### src/design/kbq_pkg.sv
`default_nettype none
// ----------------------------------------------------------------------------
// Keyboard controller byte queue: shared definitions
// Command codes, port offsets, protocol bytes and the control bundle that
// the sequencer sends to the datapath.
// ----------------------------------------------------------------------------
package kbq_pkg;

    localparam logic [1:0] CMD_KEY   = 2'd0;
    localparam logic [1:0] CMD_READ  = 2'd1;
    localparam logic [1:0] CMD_WRITE = 2'd2;
    localparam logic [1:0] CMD_POLL  = 2'd3;

    localparam logic [2:0] PORT_DATA   = 3'd0;
    localparam logic [2:0] PORT_SYSCTL = 3'd1;
    localparam logic [2:0] PORT_STATUS = 3'd4;

    localparam logic [7:0] ANSWER_ACK      = 8'hFA;
    localparam logic [7:0] ANSWER_SELFTEST = 8'hAA;
    localparam logic [7:0] KCMD_SELFTEST   = 8'h01;
    localparam logic [7:0] KCMD_SET_LED    = 8'hED;
    localparam logic [7:0] KCMD_DISABLE    = 8'hF5;
    localparam logic [7:0] CCMD_ENABLE     = 8'hAE;
    localparam logic [7:0] SPEAKER_MASK    = 8'h20;
    localparam logic [7:0] READ_IDLE       = 8'hFF;

    typedef struct packed {
        logic capture;
        logic execute;
    } t_dp_cmd;

endpackage
`default_nettype wire

### src/design/kbq_ram.sv
`default_nettype none
// ----------------------------------------------------------------------------
// Generic single-port-write, single-port-read RAM
// One write and one registered read per cycle; contents are not reset.
// ----------------------------------------------------------------------------
module kbq_ram #(
    parameter int WIDTH = 8,
    parameter int DEPTH = 32
) (
    input  wire logic                     i_clk,
    input  wire logic                     i_we,
    input  wire logic [$clog2(DEPTH)-1:0] i_waddr,
    input  wire logic [WIDTH-1:0]         i_wdata,
    input  wire logic [$clog2(DEPTH)-1:0] i_raddr,
    output logic      [WIDTH-1:0]         o_rdata
);

    logic [WIDTH-1:0] r_mem [DEPTH];
    logic [WIDTH-1:0] r_rdata;

    always_ff @(posedge i_clk) begin
        if (i_we) begin
            r_mem[i_waddr] <= i_wdata;
        end
        r_rdata <= r_mem[i_raddr];
    end

    assign o_rdata = r_rdata;

endmodule
`default_nettype wire

### src/design/kbq_ctrl.sv
`default_nettype none
// ----------------------------------------------------------------------------
// Keyboard controller byte queue: sequencer
// Takes a request when idle, executes it in the execute state, then returns to idle.
// ----------------------------------------------------------------------------
module kbq_ctrl (
    input  wire logic           i_clk,
    input  wire logic           i_rst_n,
    input  wire logic           start,
    output logic                busy,
    output kbq_pkg::t_dp_cmd    o_dp_cmd
);
    import kbq_pkg::*;

    typedef enum logic [1:0] {
        S_IDLE = 2'b01,
        S_EXEC = 2'b10
    } t_state;

    t_state r_state;
    t_state n_state;

    always_comb begin
        n_state = r_state;
        unique case (r_state)
            S_IDLE: begin
                if (start) begin
                    n_state = S_EXEC;
                end
            end
            S_EXEC: begin
                n_state = S_IDLE;
            end
            default: begin
                n_state = S_IDLE;
            end
        endcase
    end

    always_ff @(posedge i_clk) begin
        if (!i_rst_n) begin
            r_state <= S_IDLE;
        end else begin
            r_state <= n_state;
        end
    end

    assign busy             = (r_state == S_EXEC);
    assign o_dp_cmd.capture = (r_state == S_IDLE) && start;
    assign o_dp_cmd.execute = (r_state == S_EXEC);

endmodule
`default_nettype wire

### src/design/kbq_datapath.sv
`default_nettype none
// ----------------------------------------------------------------------------
// Keyboard controller byte queue: datapath
// Request registers, ring queue pointers, interface and control state, and
// the registered result.
// ----------------------------------------------------------------------------
module kbq_datapath #(
    parameter int QUEUE_DEPTH = 32
) (
    input  wire logic              i_clk,
    input  wire logic              i_rst_n,
    input  kbq_pkg::t_dp_cmd       i_dp_cmd,
    input  wire logic [1:0]        i_command,
    input  wire logic [2:0]        i_port_offset,
    input  wire logic [7:0]        i_data_byte,
    input  wire logic              i_speaker_active,
    output logic                   o_done,
    output logic      [7:0]        o_read_data,
    output logic                   o_irq_assert,
    output logic                   o_irq_clear,
    output logic                   o_gate_update,
    output logic                   o_timer_gate,
    output logic                   o_speaker_on,
    output logic                   o_byte_dropped
);
    import kbq_pkg::*;

    localparam int PTR_W = $clog2(QUEUE_DEPTH);
    localparam logic [PTR_W-1:0] PTR_LAST = PTR_W'(QUEUE_DEPTH - 1);

    function automatic logic [PTR_W-1:0] f_next(input logic [PTR_W-1:0] p);
        logic [PTR_W-1:0] n;
        n = (p == PTR_LAST) ? '0 : p + PTR_W'(1);
        return n;
    endfunction

    logic [1:0]       r_command;
    logic [2:0]       r_port_offset;
    logic [7:0]       r_data_byte;
    logic             r_speaker_active;

    logic [PTR_W-1:0] r_rd_ptr;
    logic [PTR_W-1:0] n_rd_ptr;
    logic [PTR_W-1:0] r_wr_ptr;
    logic [PTR_W-1:0] n_wr_ptr;
    logic             r_if_en;
    logic             n_if_en;
    logic             r_led_pend;
    logic             n_led_pend;
    logic [7:0]       r_sysctl;
    logic [7:0]       n_sysctl;

    logic             r_done;
    logic [7:0]       r_read_data;
    logic [7:0]       n_read_data;
    logic             r_irq_assert;
    logic             n_irq_assert;
    logic             r_irq_clear;
    logic             n_irq_clear;
    logic             r_gate_update;
    logic             n_gate_update;
    logic             r_byte_dropped;
    logic             n_byte_dropped;

    logic             enq;
    logic [7:0]       enq_byte;
    logic             ram_we;
    logic [7:0]       ram_rdata;
    logic             has_data;
    logic [PTR_W-1:0] wr_next;

    assign has_data = (r_rd_ptr != r_wr_ptr);
    assign wr_next  = f_next(r_wr_ptr);

    always_comb begin
        n_rd_ptr       = r_rd_ptr;
        n_wr_ptr       = r_wr_ptr;
        n_if_en        = r_if_en;
        n_led_pend     = r_led_pend;
        n_sysctl       = r_sysctl;
        n_read_data    = READ_IDLE;
        n_irq_assert   = 1'b0;
        n_irq_clear    = 1'b0;
        n_gate_update  = 1'b0;
        n_byte_dropped = 1'b0;
        enq            = 1'b0;
        enq_byte       = ANSWER_ACK;
        ram_we         = 1'b0;
        if (i_dp_cmd.execute) begin
            unique case (r_command)
                CMD_KEY: begin
                    enq      = r_if_en;
                    enq_byte = r_data_byte;
                end
                CMD_READ: begin
                    unique case (r_port_offset)
                        PORT_DATA: begin
                            n_irq_clear = 1'b1;
                            if (has_data) begin
                                n_read_data = ram_rdata;
                                n_rd_ptr    = f_next(r_rd_ptr);
                            end
                        end
                        PORT_SYSCTL: begin
                            n_read_data = r_sysctl |
                                          (r_speaker_active ? SPEAKER_MASK : 8'h00);
                        end
                        PORT_STATUS: begin
                            n_read_data = {7'd0, has_data};
                        end
                        default: begin
                            n_read_data = READ_IDLE;
                        end
                    endcase
                end
                CMD_WRITE: begin
                    unique case (r_port_offset)
                        PORT_DATA: begin
                            priority if (r_led_pend) begin
                                n_led_pend = 1'b0;
                                enq        = 1'b1;
                            end else if (r_data_byte == KCMD_SELFTEST) begin
                                enq      = 1'b1;
                                enq_byte = ANSWER_SELFTEST;
                            end else if (r_data_byte == KCMD_SET_LED) begin
                                n_led_pend = 1'b1;
                                enq        = 1'b1;
                            end else if (r_data_byte == KCMD_DISABLE) begin
                                n_irq_clear = 1'b1;
                                n_rd_ptr    = r_wr_ptr;
                                n_if_en     = 1'b0;
                                enq         = 1'b1;
                            end else begin
                                enq = 1'b0;
                            end
                        end
                        PORT_SYSCTL: begin
                            n_sysctl      = r_data_byte;
                            n_gate_update = 1'b1;
                        end
                        PORT_STATUS: begin
                            if (r_data_byte == CCMD_ENABLE) begin
                                n_if_en = 1'b1;
                            end
                        end
                        default: begin
                            n_if_en = r_if_en;
                        end
                    endcase
                end
                CMD_POLL: begin
                    n_irq_assert = has_data;
                end
                default: begin
                    enq = 1'b0;
                end
            endcase
            if (enq) begin
                if (wr_next == n_rd_ptr) begin
                    n_byte_dropped = 1'b1;
                end else begin
                    ram_we   = 1'b1;
                    n_wr_ptr = wr_next;
                end
            end
        end
    end

    always_ff @(posedge i_clk) begin
        if (i_dp_cmd.capture) begin
            r_command        <= i_command;
            r_port_offset    <= i_port_offset;
            r_data_byte      <= i_data_byte;
            r_speaker_active <= i_speaker_active;
        end
        r_read_data    <= n_read_data;
        r_irq_assert   <= n_irq_assert;
        r_irq_clear    <= n_irq_clear;
        r_gate_update  <= n_gate_update;
        r_byte_dropped <= n_byte_dropped;
    end

    always_ff @(posedge i_clk) begin
        if (!i_rst_n) begin
            r_rd_ptr   <= '0;
            r_wr_ptr   <= '0;
            r_if_en    <= 1'b1;
            r_led_pend <= 1'b0;
            r_sysctl   <= 8'h00;
            r_done     <= 1'b0;
        end else begin
            r_rd_ptr   <= n_rd_ptr;
            r_wr_ptr   <= n_wr_ptr;
            r_if_en    <= n_if_en;
            r_led_pend <= n_led_pend;
            r_sysctl   <= n_sysctl;
            r_done     <= i_dp_cmd.execute;
        end
    end

    kbq_ram #(
        .WIDTH (8),
        .DEPTH (QUEUE_DEPTH)
    ) u_queue (
        .i_clk   (i_clk),
        .i_we    (ram_we),
        .i_waddr (r_wr_ptr),
        .i_wdata (enq_byte),
        .i_raddr (r_rd_ptr),
        .o_rdata (ram_rdata)
    );

    assign o_done         = r_done;
    assign o_read_data    = r_read_data;
    assign o_irq_assert   = r_irq_assert;
    assign o_irq_clear    = r_irq_clear;
    assign o_gate_update  = r_gate_update;
    assign o_timer_gate   = r_sysctl[0];
    assign o_speaker_on   = r_sysctl[1];
    assign o_byte_dropped = r_byte_dropped;

endmodule
`default_nettype wire

### src/design/keyboard_controller_byte_queue.sv
`default_nettype none
// ----------------------------------------------------------------------------
// Keyboard controller byte queue
// The result strobe is registered from the execute state that follows the
// request transfer. A new request is taken only when idle; busy is high in
// the execute state, which waits on the registered read of the queue RAM at
// the read pointer. Each result is shown for one cycle only, as the receiver
// cannot stall. Synchronous reset empties the queue, enables the interface and
// clears the system control byte; the queue RAM contents are not cleared.
// ----------------------------------------------------------------------------
module keyboard_controller_byte_queue #(
    parameter int QUEUE_DEPTH = 32
) (
    input  wire logic       i_clk,
    input  wire logic       i_rst_n,
    input  wire logic       start,
    output logic            busy,
    input  wire logic [1:0] i_command,
    input  wire logic [2:0] i_port_offset,
    input  wire logic [7:0] i_data_byte,
    input  wire logic       i_speaker_active,
    output logic            o_done,
    output logic      [7:0] o_read_data,
    output logic            o_irq_assert,
    output logic            o_irq_clear,
    output logic            o_gate_update,
    output logic            o_timer_gate,
    output logic            o_speaker_on,
    output logic            o_byte_dropped
);
    import kbq_pkg::*;

    t_dp_cmd dp_cmd;

    kbq_ctrl u_ctrl (
        .i_clk    (i_clk),
        .i_rst_n  (i_rst_n),
        .start    (start),
        .busy     (busy),
        .o_dp_cmd (dp_cmd)
    );

    kbq_datapath #(
        .QUEUE_DEPTH (QUEUE_DEPTH)
    ) u_datapath (
        .i_clk            (i_clk),
        .i_rst_n          (i_rst_n),
        .i_dp_cmd         (dp_cmd),
        .i_command        (i_command),
        .i_port_offset    (i_port_offset),
        .i_data_byte      (i_data_byte),
        .i_speaker_active (i_speaker_active),
        .o_done           (o_done),
        .o_read_data      (o_read_data),
        .o_irq_assert     (o_irq_assert),
        .o_irq_clear      (o_irq_clear),
        .o_gate_update    (o_gate_update),
        .o_timer_gate     (o_timer_gate),
        .o_speaker_on     (o_speaker_on),
        .o_byte_dropped   (o_byte_dropped)
    );

    a_done_follows_transfer: assert property (@(posedge i_clk) disable iff (!i_rst_n)
        o_done |-> $past(start && !busy, 2))
        else $error("Result strobe without a request transfer two cycles earlier.");

    a_busy_one_cycle: assert property (@(posedge i_clk) disable iff (!i_rst_n)
        busy |=> !busy)
        else $error("Execute phase lasted longer than one cycle.");

    a_pulses_need_done: assert property (@(posedge i_clk) disable iff (!i_rst_n)
        (o_irq_assert || o_irq_clear || o_gate_update || o_byte_dropped) |-> o_done)
        else $error("Result pulse outside a result cycle.");

    a_irq_exclusive: assert property (@(posedge i_clk) disable iff (!i_rst_n)
        !(o_irq_assert && o_irq_clear))
        else $error("Interrupt raised and cleared by the same request.");

endmodule
`default_nettype wire
### config.mk
export PLATFORM = sky130hd
export DESIGN_NAME = keyboard_controller_byte_queue
export DESIGN_NICKNAME = d
export VERILOG_FILES = /design/src/design/kbq_pkg.sv /design/src/design/kbq_ram.sv /design/src/design/kbq_ctrl.sv /design/src/design/kbq_datapath.sv /design/src/design/keyboard_controller_byte_queue.sv
export SDC_FILE = /design/constraint.sdc
export NUM_CORES = 1
export LEC_CHECK = 0
export BUFFER_PORTS_ARGS = -buffer_cell sky130_fd_sc_hd__buf_2
export CORE_ASPECT_RATIO = 1.2
export CORE_UTILIZATION = 55
export DETAILED_ROUTE_END_ITERATION = 16
export MAX_ROUTING_LAYER = met4
export PLACE_DENSITY = 0.72
export SYNTH_ARGS = -nofsm -noshare
export SYNTH_HDL_FRONTEND = slang
export SYNTH_SLANG_ARGS = --single-unit
### constraint.sdc
create_clock -name i_clk -period 7.25 [get_ports i_clk]
set_input_delay 0.725 -clock i_clk [delete_from_list [all_inputs] [get_ports i_clk]]
set_output_delay 0.725 -clock i_clk [all_outputs]
set_load 0.01 [all_outputs]
== Yosys cells after proc, flatten, opt, wreduce, memory -nomap -nowiden ==
Memories as Yosys holds them, arrays and structs flattened. A register that Yosys moved wholly into a read port is not among the register bits.
Index checks and enable logic that the tools add are counted.
Operators by class
  add/subtract/negate cells: 2
  equal/unequal tests: 20
  multiplexer cells: 48
  bitwise logic cells: 2
  reductions and logical operators: 13
Operator list (number)
  $mux 5: 10
  $mux 8: 4
  $mux 1: 26
  $eq 8x8->1 const B: 3
  $pmux 8 s3: 1
  $pmux 8 s2: 1
  $add 5x1->5 const B: 2
  $eq 5x5->1 const B: 2
  $pmux 5 s2: 1
  $reduce_and 2->1: 5
  $reduce_and 3->1: 3
  $eq 8x1->1 const B: 1
  $or 8x8->8: 1
  $reduce_and 8->1: 1
  $mux 7: 1
  $eq 2x2->1 const B: 3
  $mux 6: 1
  $ne 2x2->1 const B: 3
  $pmux 1 s2: 3
  $eq 5x5->1: 1
  $ne 5x5->1: 1
  $eq 2x1->1 const B: 2
  $ne 2x1->1 const B: 2
  $eq 3x1->1 const B: 1
  other kinds (6): 6
Storage, ports and cells
  register bits after elaboration: 49
  RAM bits: 256
  input bits: 17
  word-level logic and storage cells: 102
  memories kept: 1
Memories
  u_datapath.u_queue.r_mem: depth 32, bits a word 8, rd ports 1, clocked after memory_dff 1, wr ports 1, RTL line kbq_ram.sv:18  | logic [WIDTH-1:0] r_mem [DEPTH];

== Longest topological paths before layout ==
Gate-level depths: netlist (run 1).
  depth in word-level cells: 14
  mapped depth: 15
  depth with buffers taken out: 12

== Hierarchy ==
Synthesis (run 1) repeated with hierarchy kept, for this count alone.
Second synthesis, totals
  cell total of the unflattened synthesis: 746
  area, all modules: 12878.6 um^2
Modules (own cells, without submodules)
  kbq_ram: times used 1, cells each 417, area an instance 10053.4 um^2, sequential area each 7847.5 um^2
  kbq_datapath: times used 1, cells each 322, area an instance 2742.6 um^2, sequential area each 1081.0 um^2
  kbq_ctrl: times used 1, cells each 7, area an instance 82.6 um^2, sequential area each 40.0 um^2

== Least setup slack after synthesis (run 1) ==
Ideal clock, no wire load.
  kind: reg2reg
  from: reg u_datapath.r_rd_ptr[2]
  to: mem u_datapath.u_queue.r_mem[10][0], enable pin
  arrival: 3.012 ns
  path slack: 3.907 ns
  stages on the path, launching flop included: 16
  path through: dfxtp_1 buf_2 buf_1 clkbuf_1 and3_1 ha_1 nor2_1 nor2_1 o221ai_1 a41oi_2 a22oi_1 xor2_1 nor4_4 a21oi_4 buf_4 and3_1
On the way
  longest elaborated chain between the ends: 13
  elaborated cells between the ends (all ways): 19
  classes of those cells: add/sub (1); eq/ne (3); mux (15)
RTL lines
  from (decl): RTL line kbq_datapath.sv:42  | logic [PTR_W-1:0] r_rd_ptr;
  from (signal assigned): RTL line kbq_datapath.sv:192  | r_rd_ptr <= n_rd_ptr;
  branches (longest 5 deep; another with $add 5x1->5)
  $pmux 5 s2 *: RTL line kbq_datapath.sv:90  | unique case (r_command)
  $mux 5 *: RTL line kbq_datapath.sv:89  | if (i_dp_cmd.execute) begin
  $eq 5x5->1 *: RTL line kbq_datapath.sv:159  | if (wr_next == n_rd_ptr) begin
  $mux 1 *: RTL line kbq_datapath.sv:159
  $mux 1 *: RTL line kbq_datapath.sv:158  | if (enq) begin
  $mux 1 *: RTL line kbq_datapath.sv:89
  $mux 1 *: RTL line kbq_ram.sv:22  | if (i_we) begin
  $mux 1 (implied by the code) *: RTL line kbq_ram.sv:23  | r_mem[i_waddr] <= i_wdata;
  to (decl): RTL line kbq_ram.sv:18
Mark *: on every way between the ends. The select of a mux whose other input is x is not followed.

== Worst setup path in the final report (run 1) ==
  from: reg u_datapath.r_rd_ptr[0]
  to: mem u_datapath.u_queue.r_mem[19][7], enable pin
The elaborated chain is that of the path after synthesis.

==> impl_metrics.tcl, run 1 <==
set metrics [dict create \
    seq_area_um2 8970 \
    fp-row-count 60 \
    track_usage 0.278 \
    syn_inst 734 \
    max_freq_mhz 221 \
    cts-hold-fix-buffers 0 \
    num_io_pins 33 \
    dp_cells 1044 \
    postCtsResizedCells 0 \
    clock_latency_ns 0.56 \
    first_global_vias 7088 \
    drc 0 \
    routedWlPerCell_um 28.0 \
    die_y_um 170 \
    end_kind "flop" \
    die_x_um 142 \
    finalMaxSlewViolations 0 \
    final-instance-count-excl-fill 1100 \
    cts_root_buf "clkbuf_16" \
    cp_slowest_stage_delay_ns 0.74 \
    syn_area_um2 12900 \
    die_area_um2 24000 \
    first_iter_violations 725 \
    final_hold_viol_count 0 \
    hp-start "i_data_byte[2]" \
    startpoint_type "flop" \
    finalCritPeriodShare 0.625 \
    design_area_um2 14300 \
    synthFlopType "edfxtp_1" \
    r2r_start "u_datapath.r_rd_ptr[0]" \
    cts_tree "yes" \
    post_cts_buffers 0 \
    cap_violations 0 \
    crit_chain "buf_4, xnor2_1, nand4_2, o21a_1, mux2i_1, or4_1, o2111ai_2, nor4_4, a21oi_4, buf_4, and3_1" \
    slowest_stage "buf_4" \
    postSynthAreaPerCell_um2 17.5 \
    grt_max_degree 69 \
    utilization 0.632 \
    drtPass1Iterations 7 \
    max_slew.worst_pin.slew_ns 1.23 \
    synth_warnings 0 \
    cts_buffer_depth 3 \
    gp_congestion 0.933 \
    reg2reg_slack_ns 2.72 \
    cts-buffers-inserted 29 \
    synth_enable_flop_cells 270 \
    hold_depth 1 \
    synth.distinct_cells 62 \
    crit_top_cell "buf_4" \
    fin_nets 793 \
    path_buf_inv 2 \
    synth_seq_area_share 0.696 \
    vias_per_cell 6.51 \
    htreeDepth 1 \
    status "finished clean" \
    place_area_um2 13300 \
    crit_arrival_ns 4.74 \
    coreArea_um2 22700 \
    hold_end "u_datapath.r_data_byte[2]" \
    slew_headroom 0.178 \
    hp-class "primary input to flop" \
    drive_above_1_share 0.239 \
    cp_data_required_time_ns 7.47 \
    ys_seq_elements 313 \
    synth_async_sr_flop_share 0 \
    start_util 0.568 \
    syn-num-nets 762 \
    worstReg2RegEnd "u_datapath.u_queue.r_mem[19][7]" \
    clk_pin_slew_ns 0.06 \
    ant_nets 0 \
    fillers 1598 \
    critPathTopFamily "simple AND/OR/NAND/NOR gates" \
    crit_type "flop to flop" \
    rsz0062_at_grt "no" \
    cp_max_fo 44 \
    drt-total-wl_um 30800 \
    area_delta_synth_final_pct 11.3 \
    power_density_nw_per_um2 251 \
    static-leakage-power_uw 0.00522 \
    grt_pass1_wl_um 46300 \
    dr_total_vias 7160 \
    multiInputGateArea_um2 3690 \
    dp_hpwl_um 19300 \
    portBuffers 32 \
    setup_viol 0 \
    finalCriticalPeriod_ns 4.53 \
    overflow 0 \
    skew_ns 0.00784 \
    tns_ns 0 \
    antenna_found_initial 0 \
    vdd_drop_max_v 0.000202 \
    clkSinkCount 313 \
    r2r_cells 11 \
]
## cells in the final DEF (no fill, tap or decap), drive strengths merged, types with 3 or more instances in the layout
| master | count |
|---|---|
| and4b | 3 |
| dfxtp | 43 |
| and3 | 39 |
| mux2 | 7 |
| nand3 | 11 |
| o22ai | 3 |
| buf | 40 |
| o21a | 3 |
| nand4 | 4 |
| clkinv | 7 |
| nor2 | 18 |
| a21oi | 15 |
| ha | 11 |
| xor2 | 3 |
| and2 | 6 |
| or3 | 5 |
| o21ai | 24 |
| bufinv | 6 |
| a31oi | 5 |
| mux4 | 74 |
| edfxtp | 270 |
| a21o | 4 |
| nor3b | 5 |
| o221ai | 6 |
| o211ai | 3 |
| nor2b | 10 |
| a22oi | 5 |
| clkbuf | 37 |
| nand2 | 49 |
| nor3 | 5 |
| mux2i | 22 |
| inv | 14 |
| xnor2 | 7 |
## state kept, by name, indices dropped and copies added (netlist names)
| signal | cells |
|---|---|
| u_ctrl.r_state | 2 |
| u_datapath.r_wr_ptr | 5 |
| u_datapath.o_irq_clear | 1 |
| u_datapath.r_led_pend | 1 |
| u_datapath.o_done | 1 |
| u_datapath.o_gate_update | 1 |
| u_datapath.r_rd_ptr | 5 |
| u_datapath.u_queue.o_rdata | 8 |
| u_datapath.o_byte_dropped | 1 |
| u_datapath.o_read_data | 8 |
| u_datapath.o_irq_assert | 1 |
| u_datapath.r_sysctl | 8 |
| u_datapath.r_command | 2 |
| u_datapath.r_data_byte | 8 |
| u_datapath.u_queue.r_mem | 256 |
| u_datapath.r_if_en | 1 |
| u_datapath.r_speaker_active | 1 |
| u_datapath.r_port_offset | 3 |
## through the flow
stage | hold WS [ns] | power (uW) | worst slack, ns
detailed placement | 0.470 | 2030 | 2.75
floorplan | 0.429 | 2010 | 3.91
CTS | 0.329 | 3610 | 2.71
finish | 0.336 | 3590 | 2.72
global route | 0.326 | 3680 | 2.37
global placement | 0.477 | 2030 | 2.87
## worst max-delay path by stage
stage                            from                               to  depth (start not counted)
6_report       u_datapath.r_rd_ptr[0]  u_datapath.u_queue.r_mem[19][7]                         11
5_1_grt        u_datapath.r_rd_ptr[0]  u_datapath.u_queue.r_mem[19][7]                         11
4_1_cts        u_datapath.r_rd_ptr[0]  u_datapath.u_queue.r_mem[19][7]                         11
3_5_place_dp   u_datapath.r_rd_ptr[0]  u_datapath.u_queue.r_mem[22][4]                         11
3_3_place_gp   u_datapath.r_rd_ptr[0]  u_datapath.u_queue.r_mem[12][0]                         11
2_1_floorplan  u_datapath.r_rd_ptr[2]  u_datapath.u_queue.r_mem[10][0]                         15
## where the power goes
part	leakage, uW	internal, uW	switching (uW)
clock	0.000487	960	637
combinational	0.00135	16.5	32.5
sequential	0.00338	1940	7.93
## routing by layer
metal  track usage  part of all wire  up-vias  wire [um]
li1              -                 -     3018          -
met1         0.367              0.38     3606      11700
met2         0.447              0.50      465      15400
met3        0.0378             0.088       71       2710
met4        0.0982             0.031        0        968
met5             -                 0        -          0
## synthesized netlist by cell type, types with 2 or more instances
cell type,n,area [um2]
a211o_1,2,17.5
a21o_1,3,22.5
a21oi_1,14,70.1
a22oi_1,5,37.5
a31oi_1,5,31.3
a32o_1,2,20.0
and2_1,6,37.5
and3_1,39,244
and3b_1,2,17.5
and4b_1,3,30.0
buf_1,2,7.51
buf_2,10,50.1
buf_4,2,15.0
buf_6,2,22.5
clkbuf_1,24,90.1
dfxtp_1,43,861
edfxtp_1,270,8110
ha_1,11,138
inv_1,11,41.3
mux2_2,7,78.8
mux2i_1,22,220
mux4_2,74,1670
nand2_1,49,184
nand3_1,10,50.1
nand3b_1,2,15.0
nand4_1,3,18.8
nor2_1,17,63.8
nor2b_1,10,62.6
nor3_1,4,20.0
nor3b_1,5,37.5
o211ai_1,2,15.0
o21a_1,3,22.5
o21ai_0,23,115
o221ai_1,6,52.6
o22ai_1,3,18.8
or3_1,5,31.3
xnor2_1,6,52.6
xor2_1,3,26.3
## logic make-up after synthesis
family | synth area share
flops | 0.696
buf+inv | 0.0179
fa+ha+maj | 0.0107
compound gates | 0.0428
xor+xnor | 0.00738
simple gates | 0.0722
mux | 0.153
## final cells by class
type | count | share of cell area
Multi-Input combinational cell | 369 | 0.257
Sequential cell | 313 | 0.626
Antenna cell | 2 | 0.000349
Clock buffer | 37 | 0.0534
Inverter | 12 | 0.00314
Clock inverter | 17 | 0.0170
Tap cell | 310 | 0.0271
Timing Repair Buffer | 40 | 0.0154
(Power assumes the default switching activity.)
==> inputs of run 2 (changes only) <==
- clock period: 7.25 -> 4.45 ns (I/O delays scaled with it)
==> run 2 against run 1 <==
Effect of this change: critical path depth shrank 1; clock skew grew 0.013 ns; die area is the same; count of clock-buffer cells in the layout shrank 5; worst setup slack lost 1.9 ns; via count shrank 1.9%; final cell count grew 0.27%; critical path type unchanged; largest power group unchanged; highest routed layer unchanged.
==> impl_metrics.tcl, run 2 (same netlist as run 1, synthesis figures left out) <==
set metrics [dict create \
    antenna_cells 0 \
    holdWs_ns 0.0764 \
    dp_cells 1049 \
    status "finished clean" \
    skew_ns 0.0204 \
    track_usage 0.268 \
    routed.top_layer "met4" \
    clkSinkCount 313 \
    finalCriticalPeriod_ns 3.66 \
    finalCritPeriodShare 0.823 \
    power.share.combinational 0.014 \
    final_cell_mix "edfxtp_1, mux4_2, nand2_1" \
    first_iter_violations 682 \
    crit_chain "nor3_4, nand3_2, nor2_2, and3_1, a31oi_1, o311ai_1, nor4_4, a21oi_4, buf_12, and3_1" \
    fp-row-count 60 \
    max_flop_register "u_datapath.u_queue.r_mem" \
    final_hold_viol_count 0 \
    cts-hold-fix-buffers 0 \
    post_cts_buffers 0 \
    max_slew.worst_pin.slew_ns 0.967 \
    setup_viol 0 \
    dr_total_vias 7025 \
    die_x_um 142 \
    hp-class "primary input to flop" \
    power_switching_uw 1120 \
    rsz0062_at_grt "no" \
    seq_area_um2 8970 \
    grt_pass1_wl_um 45100 \
    largest_reg_flops 256 \
    slowest_stage "nor3_4" \
    met2WireLength_um 15000 \
    met3_length_um 2090 \
    die_y_um 170 \
    crit_top_cell "and3_1" \
    power_density_nw_per_um2 404 \
    max_freq_mhz 273 \
    p_clk_frac 0.440 \
    drtPass1Iterations 7 \
    start_util 0.568 \
    met1Wirelength_um 12000 \
    startpoint_type "flop" \
    vias_per_cell 6.37 \
    ant_nets 0 \
    multiInputGateArea_um2 3690 \
    crit_type "flop to flop" \
    layout_commonest_cell "edfxtp_1" \
    internal_power_uw 4680 \
    final-instance-count-excl-fill 1103 \
    first_global_vias 7067 \
    grt_max_degree 57 \
    critPathTopFamily "simple AND/OR/NAND/NOR gates" \
    fillers 1573 \
    path_buf_inv 1 \
    cts_tree "yes" \
    cp_slowest_stage_delay_ns 0.53 \
    static-leakage-power_uw 0.00526 \
    tns_ns 0 \
    drive_above_1_share 0.248 \
    slew_headroom 0.354 \
    portBuffers 32 \
    clk_pin_slew_ns 0.06 \
    cap_violations 0 \
    end_kind "flop" \
    fin_nets 799 \
    drc 0 \
    cts_root_buf "clkbuf_16" \
    overflow 0 \
    num_io_pins 33 \
    p_sw_frac 0.194 \
    cts-buffers-inserted 30 \
    dp_hpwl_um 19100 \
    cts_buffer_depth 3 \
    clock_latency_ns 0.56 \
    coreArea_um2 22700 \
    finalMaxSlewViolations 0 \
    die_area_um2 24000 \
    power_frac_seq 0.546 \
    htreeDepth 1 \
    area_delta_synth_final_pct 11.5 \
    crit_arrival_ns 3.87 \
    routedWlPerCell_um 27.2 \
    gp_congestion 0.967 \
    cp_max_fo 26 \
    postCtsResizedCells 0 \
    antenna_found_initial 0 \
    vdd_drop_max_v 0.000315 \
    drt-total-wl_um 30000 \
    cp_data_required_time_ns 4.66 \
]
==> run 2: worst reg2reg max path, cell delays in order, from the launching register on <==
cell	delay (ns)
edfxtp_1	0.49
nor3_4	0.53
nand3_2	0.23
nor2_2	0.26
and3_1	0.22
a31oi_1	0.06
o311ai_1	0.41
nor4_4	0.13
a21oi_4	0.33
buf_12	0.24
and3_1	0.43
==> run 2: worst paths after layout <==
path | depth (start not counted) | to | slack (ns) | startpoint
max | 10 | u_datapath.u_queue.r_mem[13][0] | 0.79 | u_datapath.r_port_offset[2]
min | 1 | u_datapath.r_command[0] | 0.08 | i_command[0]
min reg2reg | 2 | u_datapath.o_read_data[7] | 0.49 | u_datapath.u_queue.o_rdata[7]
max reg2reg | 10 | u_datapath.u_queue.r_mem[13][0] | 0.79 | u_datapath.r_port_offset[2]
==> run 2: metrics by stage <==
step,util,area (um2),setup slack [ns],power (uW)
2_1_floorplan,-,12900,1.11,3280
3_3_place_gp,0.590,13400,1.01,3310
3_5_place_dp,0.590,13400,0.829,3310
4_1_cts,0.634,14400,0.804,5830
5_1_grt,0.634,14400,0.573,5950
6_report,0.634,14400,0.787,5800
==> run 2: cell type report <==
class,instances,area share
flip-flops and latches,313,0.625
multi-input cells,369,0.257
clock buffers,32,0.0543
well taps,310,0.0270
repair buffers,45,0.0188
clock inverters,22,0.0152
inverters,12,0.00314
==> run 2: power by group through the flow <==
stage | Clock [uW] | Combinational, uW | Sequential [uW]
after global routing | 2690 | 87.0 | 3170
after CTS | 2580 | 80.6 | 3170
final | 2550 | 80.7 | 3170
after detailed placement | 0 | 79.7 | 3230
after floorplan | 0 | 52.1 | 3230
after global placement | 0 | 78.6 | 3230
==> run 2: routing by layer <==
layer | global-route usage | up-vias
met1 | 0.359 | 3579
met4 | 0.0930 | 0
li1 | - | 3019
met2 | 0.432 | 380
met3 | 0.0316 | 47
met5 | - | -
==> inputs of run 3 (changes only) <==
- clock period: 4.45 -> 3.4 ns (I/O delays scaled with it)
==> run 3 against run 2 <==
Effect of this change: register-to-register slack worse by 0.62 ns; total power is 35% higher; largest cell class unchanged; final cell count up 6.4%; clock skew down 0.0029 ns; critical endpoint is now u_datapath.u_queue.r_mem[29][6]; critical path depth increased by 2; first-iteration DRC count down 13%.
==> impl_metrics.tcl, run 3 (same netlist as run 1, synthesis figures left out) <==
set metrics [dict create \
    cts-buffers-inserted 31 \
    status "finished clean" \
    skew_ns 0.0175 \
    final_cell_mix "edfxtp_1, mux4_2, nand2_1" \
    track_usage 0.264 \
    slew_headroom 0.123 \
    max_slew.worst_pin.slew_ns 1.31 \
    startpoint "u_datapath.r_data_byte[7]" \
    vias_per_cell 6.12 \
    area_delta_synth_final_pct 19.3 \
    finalMaxSlewViolations 0 \
    place_area_um2 14200 \
    coreArea_um2 22700 \
    vdd_drop_max_v 0.000566 \
    die_x_um 142 \
    power_density_nw_per_um2 509 \
    cts_buffer_depth 3 \
    utilization 0.678 \
    design_area_um2 15400 \
    die_area_um2 24000 \
    gp_congestion 0.894 \
    drt-total-wl_um 29000 \
    finalCritPeriodShare 0.950 \
    startpoint_type "flop" \
    r2r_start "u_datapath.r_data_byte[7]" \
    portBuffers 32 \
    num_io_pins 33 \
    cp_max_fo 36 \
    overflow 0 \
    tns_ns 0 \
    crit_arrival_ns 3.49 \
    clkSinkCount 313 \
    drtPass1Iterations 5 \
    clock_latency_ns 0.56 \
    static-leakage-power_uw 0.00570 \
    antenna_found_initial 0 \
    setup_viol 0 \
    cp_data_required_time_ns 3.66 \
    start_util 0.568 \
    hp-class "primary input to flop" \
    grt_pass1_wl_um 44800 \
    dp_cells 1102 \
    cts_tree "yes" \
    end_kind "flop" \
    crit_type "flop to flop" \
    drive_above_1_share 0.279 \
    dp_hpwl_um 18600 \
    grt_max_degree 47 \
    final_hold_viol_count 0 \
    largest_reg_flops 256 \
    cts_root_buf "clkbuf_16" \
    ant_nets 0 \
    multiInputGateArea_um2 3680 \
    routedWlPerCell_um 24.7 \
    finalCriticalPeriod_ns 3.23 \
    dr_total_vias 7183 \
    fillers 1483 \
    final-instance-count-excl-fill 1174 \
    max_flop_register "u_datapath.u_queue.r_mem" \
    antenna_cells 0 \
    fin_nets 867 \
    max_freq_mhz 310 \
    first_iter_violations 594 \
    rsz0062_at_grt "no" \
    fp-row-count 60 \
    die_y_um 170 \
    htreeDepth 1 \
    layout_commonest_cell "edfxtp_1" \
    first_global_vias 7417 \
    drc 0 \
    clk_pin_slew_ns 0.06 \
    seq_area_um2 8970 \
    hp-start "i_rst_n" \
    cap_violations 0 \
    hold_depth 2 \
    r2r_cells 12 \
]
## run 3: cell types whose count changed in the layout (fill, tap and decap cells not counted), moves of 2 or more
| cell | change |
|---|---|
| a21o_1 | +2 |
| a21o_2 | -2 |
| and3_1 | +2 |
| and3_2 | -2 |
| buf_12 | +32 |
| buf_4 | +20 |
| bufinv_16 | +2 |
| clkbuf_1 | +5 |
| clkinv_2 | -2 |
| clkinvlp_4 | -2 |
| dlygate4sd3_1 | +14 |
| or3_1 | +4 |
| or3_2 | -4 |
## run 3: what timing repair did
action / CTS / global route
setup buffers: 0 / 0
hold endpoints to repair: 14 / 0
resized for setup: 0 / 1
endpoints found under the setup margin: 0 / 48
hold buffers: 14 / 0
## run 3: critical path: stages, from the launching register on
cell	delay, ns
edfxtp_1	0.49
nor4b_2	0.44
a21o_2	0.27
nor2_2	0.07
buf_4	0.15
a32o_1	0.25
a22oi_1	0.19
xnor2_1	0.21
nor4_4	0.08
a21oi_4	0.19
buf_12	0.19
and3_1	0.24
buf_12	0.15
## run 3: final cells by class
| cell class | instances | share of cell area |
|---|---|---|
| clock buffers | 37 | 0.0520 |
| inverters | 12 | 0.00293 |
| repair buffers | 112 | 0.0789 |
| well taps | 310 | 0.0253 |
| flip-flops and latches | 313 | 0.584 |
| clock inverters | 21 | 0.0172 |
| multi-input cells | 369 | 0.240 |
## run 3: routing by layer
layer / wire length [um] / share of wire / GRT usage / vias to the layer above
met5: 0 / 0 / - / -
met4: 1100 / 0.038 / 0.107 / 0
met3: 1660 / 0.057 / 0.0361 / 62
met2: 14900 / 0.51 / 0.435 / 248
met1: 11400 / 0.39 / 0.332 / 3710
li1: - / - / - / 3163
## run 3: final timing paths
kind | slack (ns) | to
min | 0.24 | u_datapath.r_if_en
min reg2reg | 0.48 | u_datapath.o_read_data[4]
max reg2reg | 0.17 | u_datapath.u_queue.r_mem[29][6]
max | 0.17 | u_datapath.u_queue.r_mem[29][6]
## run 3: stage by stage
step                hold slack, ns  setup slack (ns)  power [uW]
global route                 0.239           0.00666        8020
CTS                          0.197             0.132        7870
finish                       0.239             0.171        7810
floorplan                    0.429            0.0565        4290
detailed placement           0.463             0.115        4340
global placement             0.465             0.130        4340
## run 3: power by group
| group | switching, uW | total [uW] | internal (uW) |
|---|---|---|---|
| Clock | 1410 | 3540 | 2130 |
| Sequential | 17.1 | 4150 | 4130 |
| Combinational | 72.8 | 127 | 53.9 |
| Total | 1500 | 7810 | 6320 |
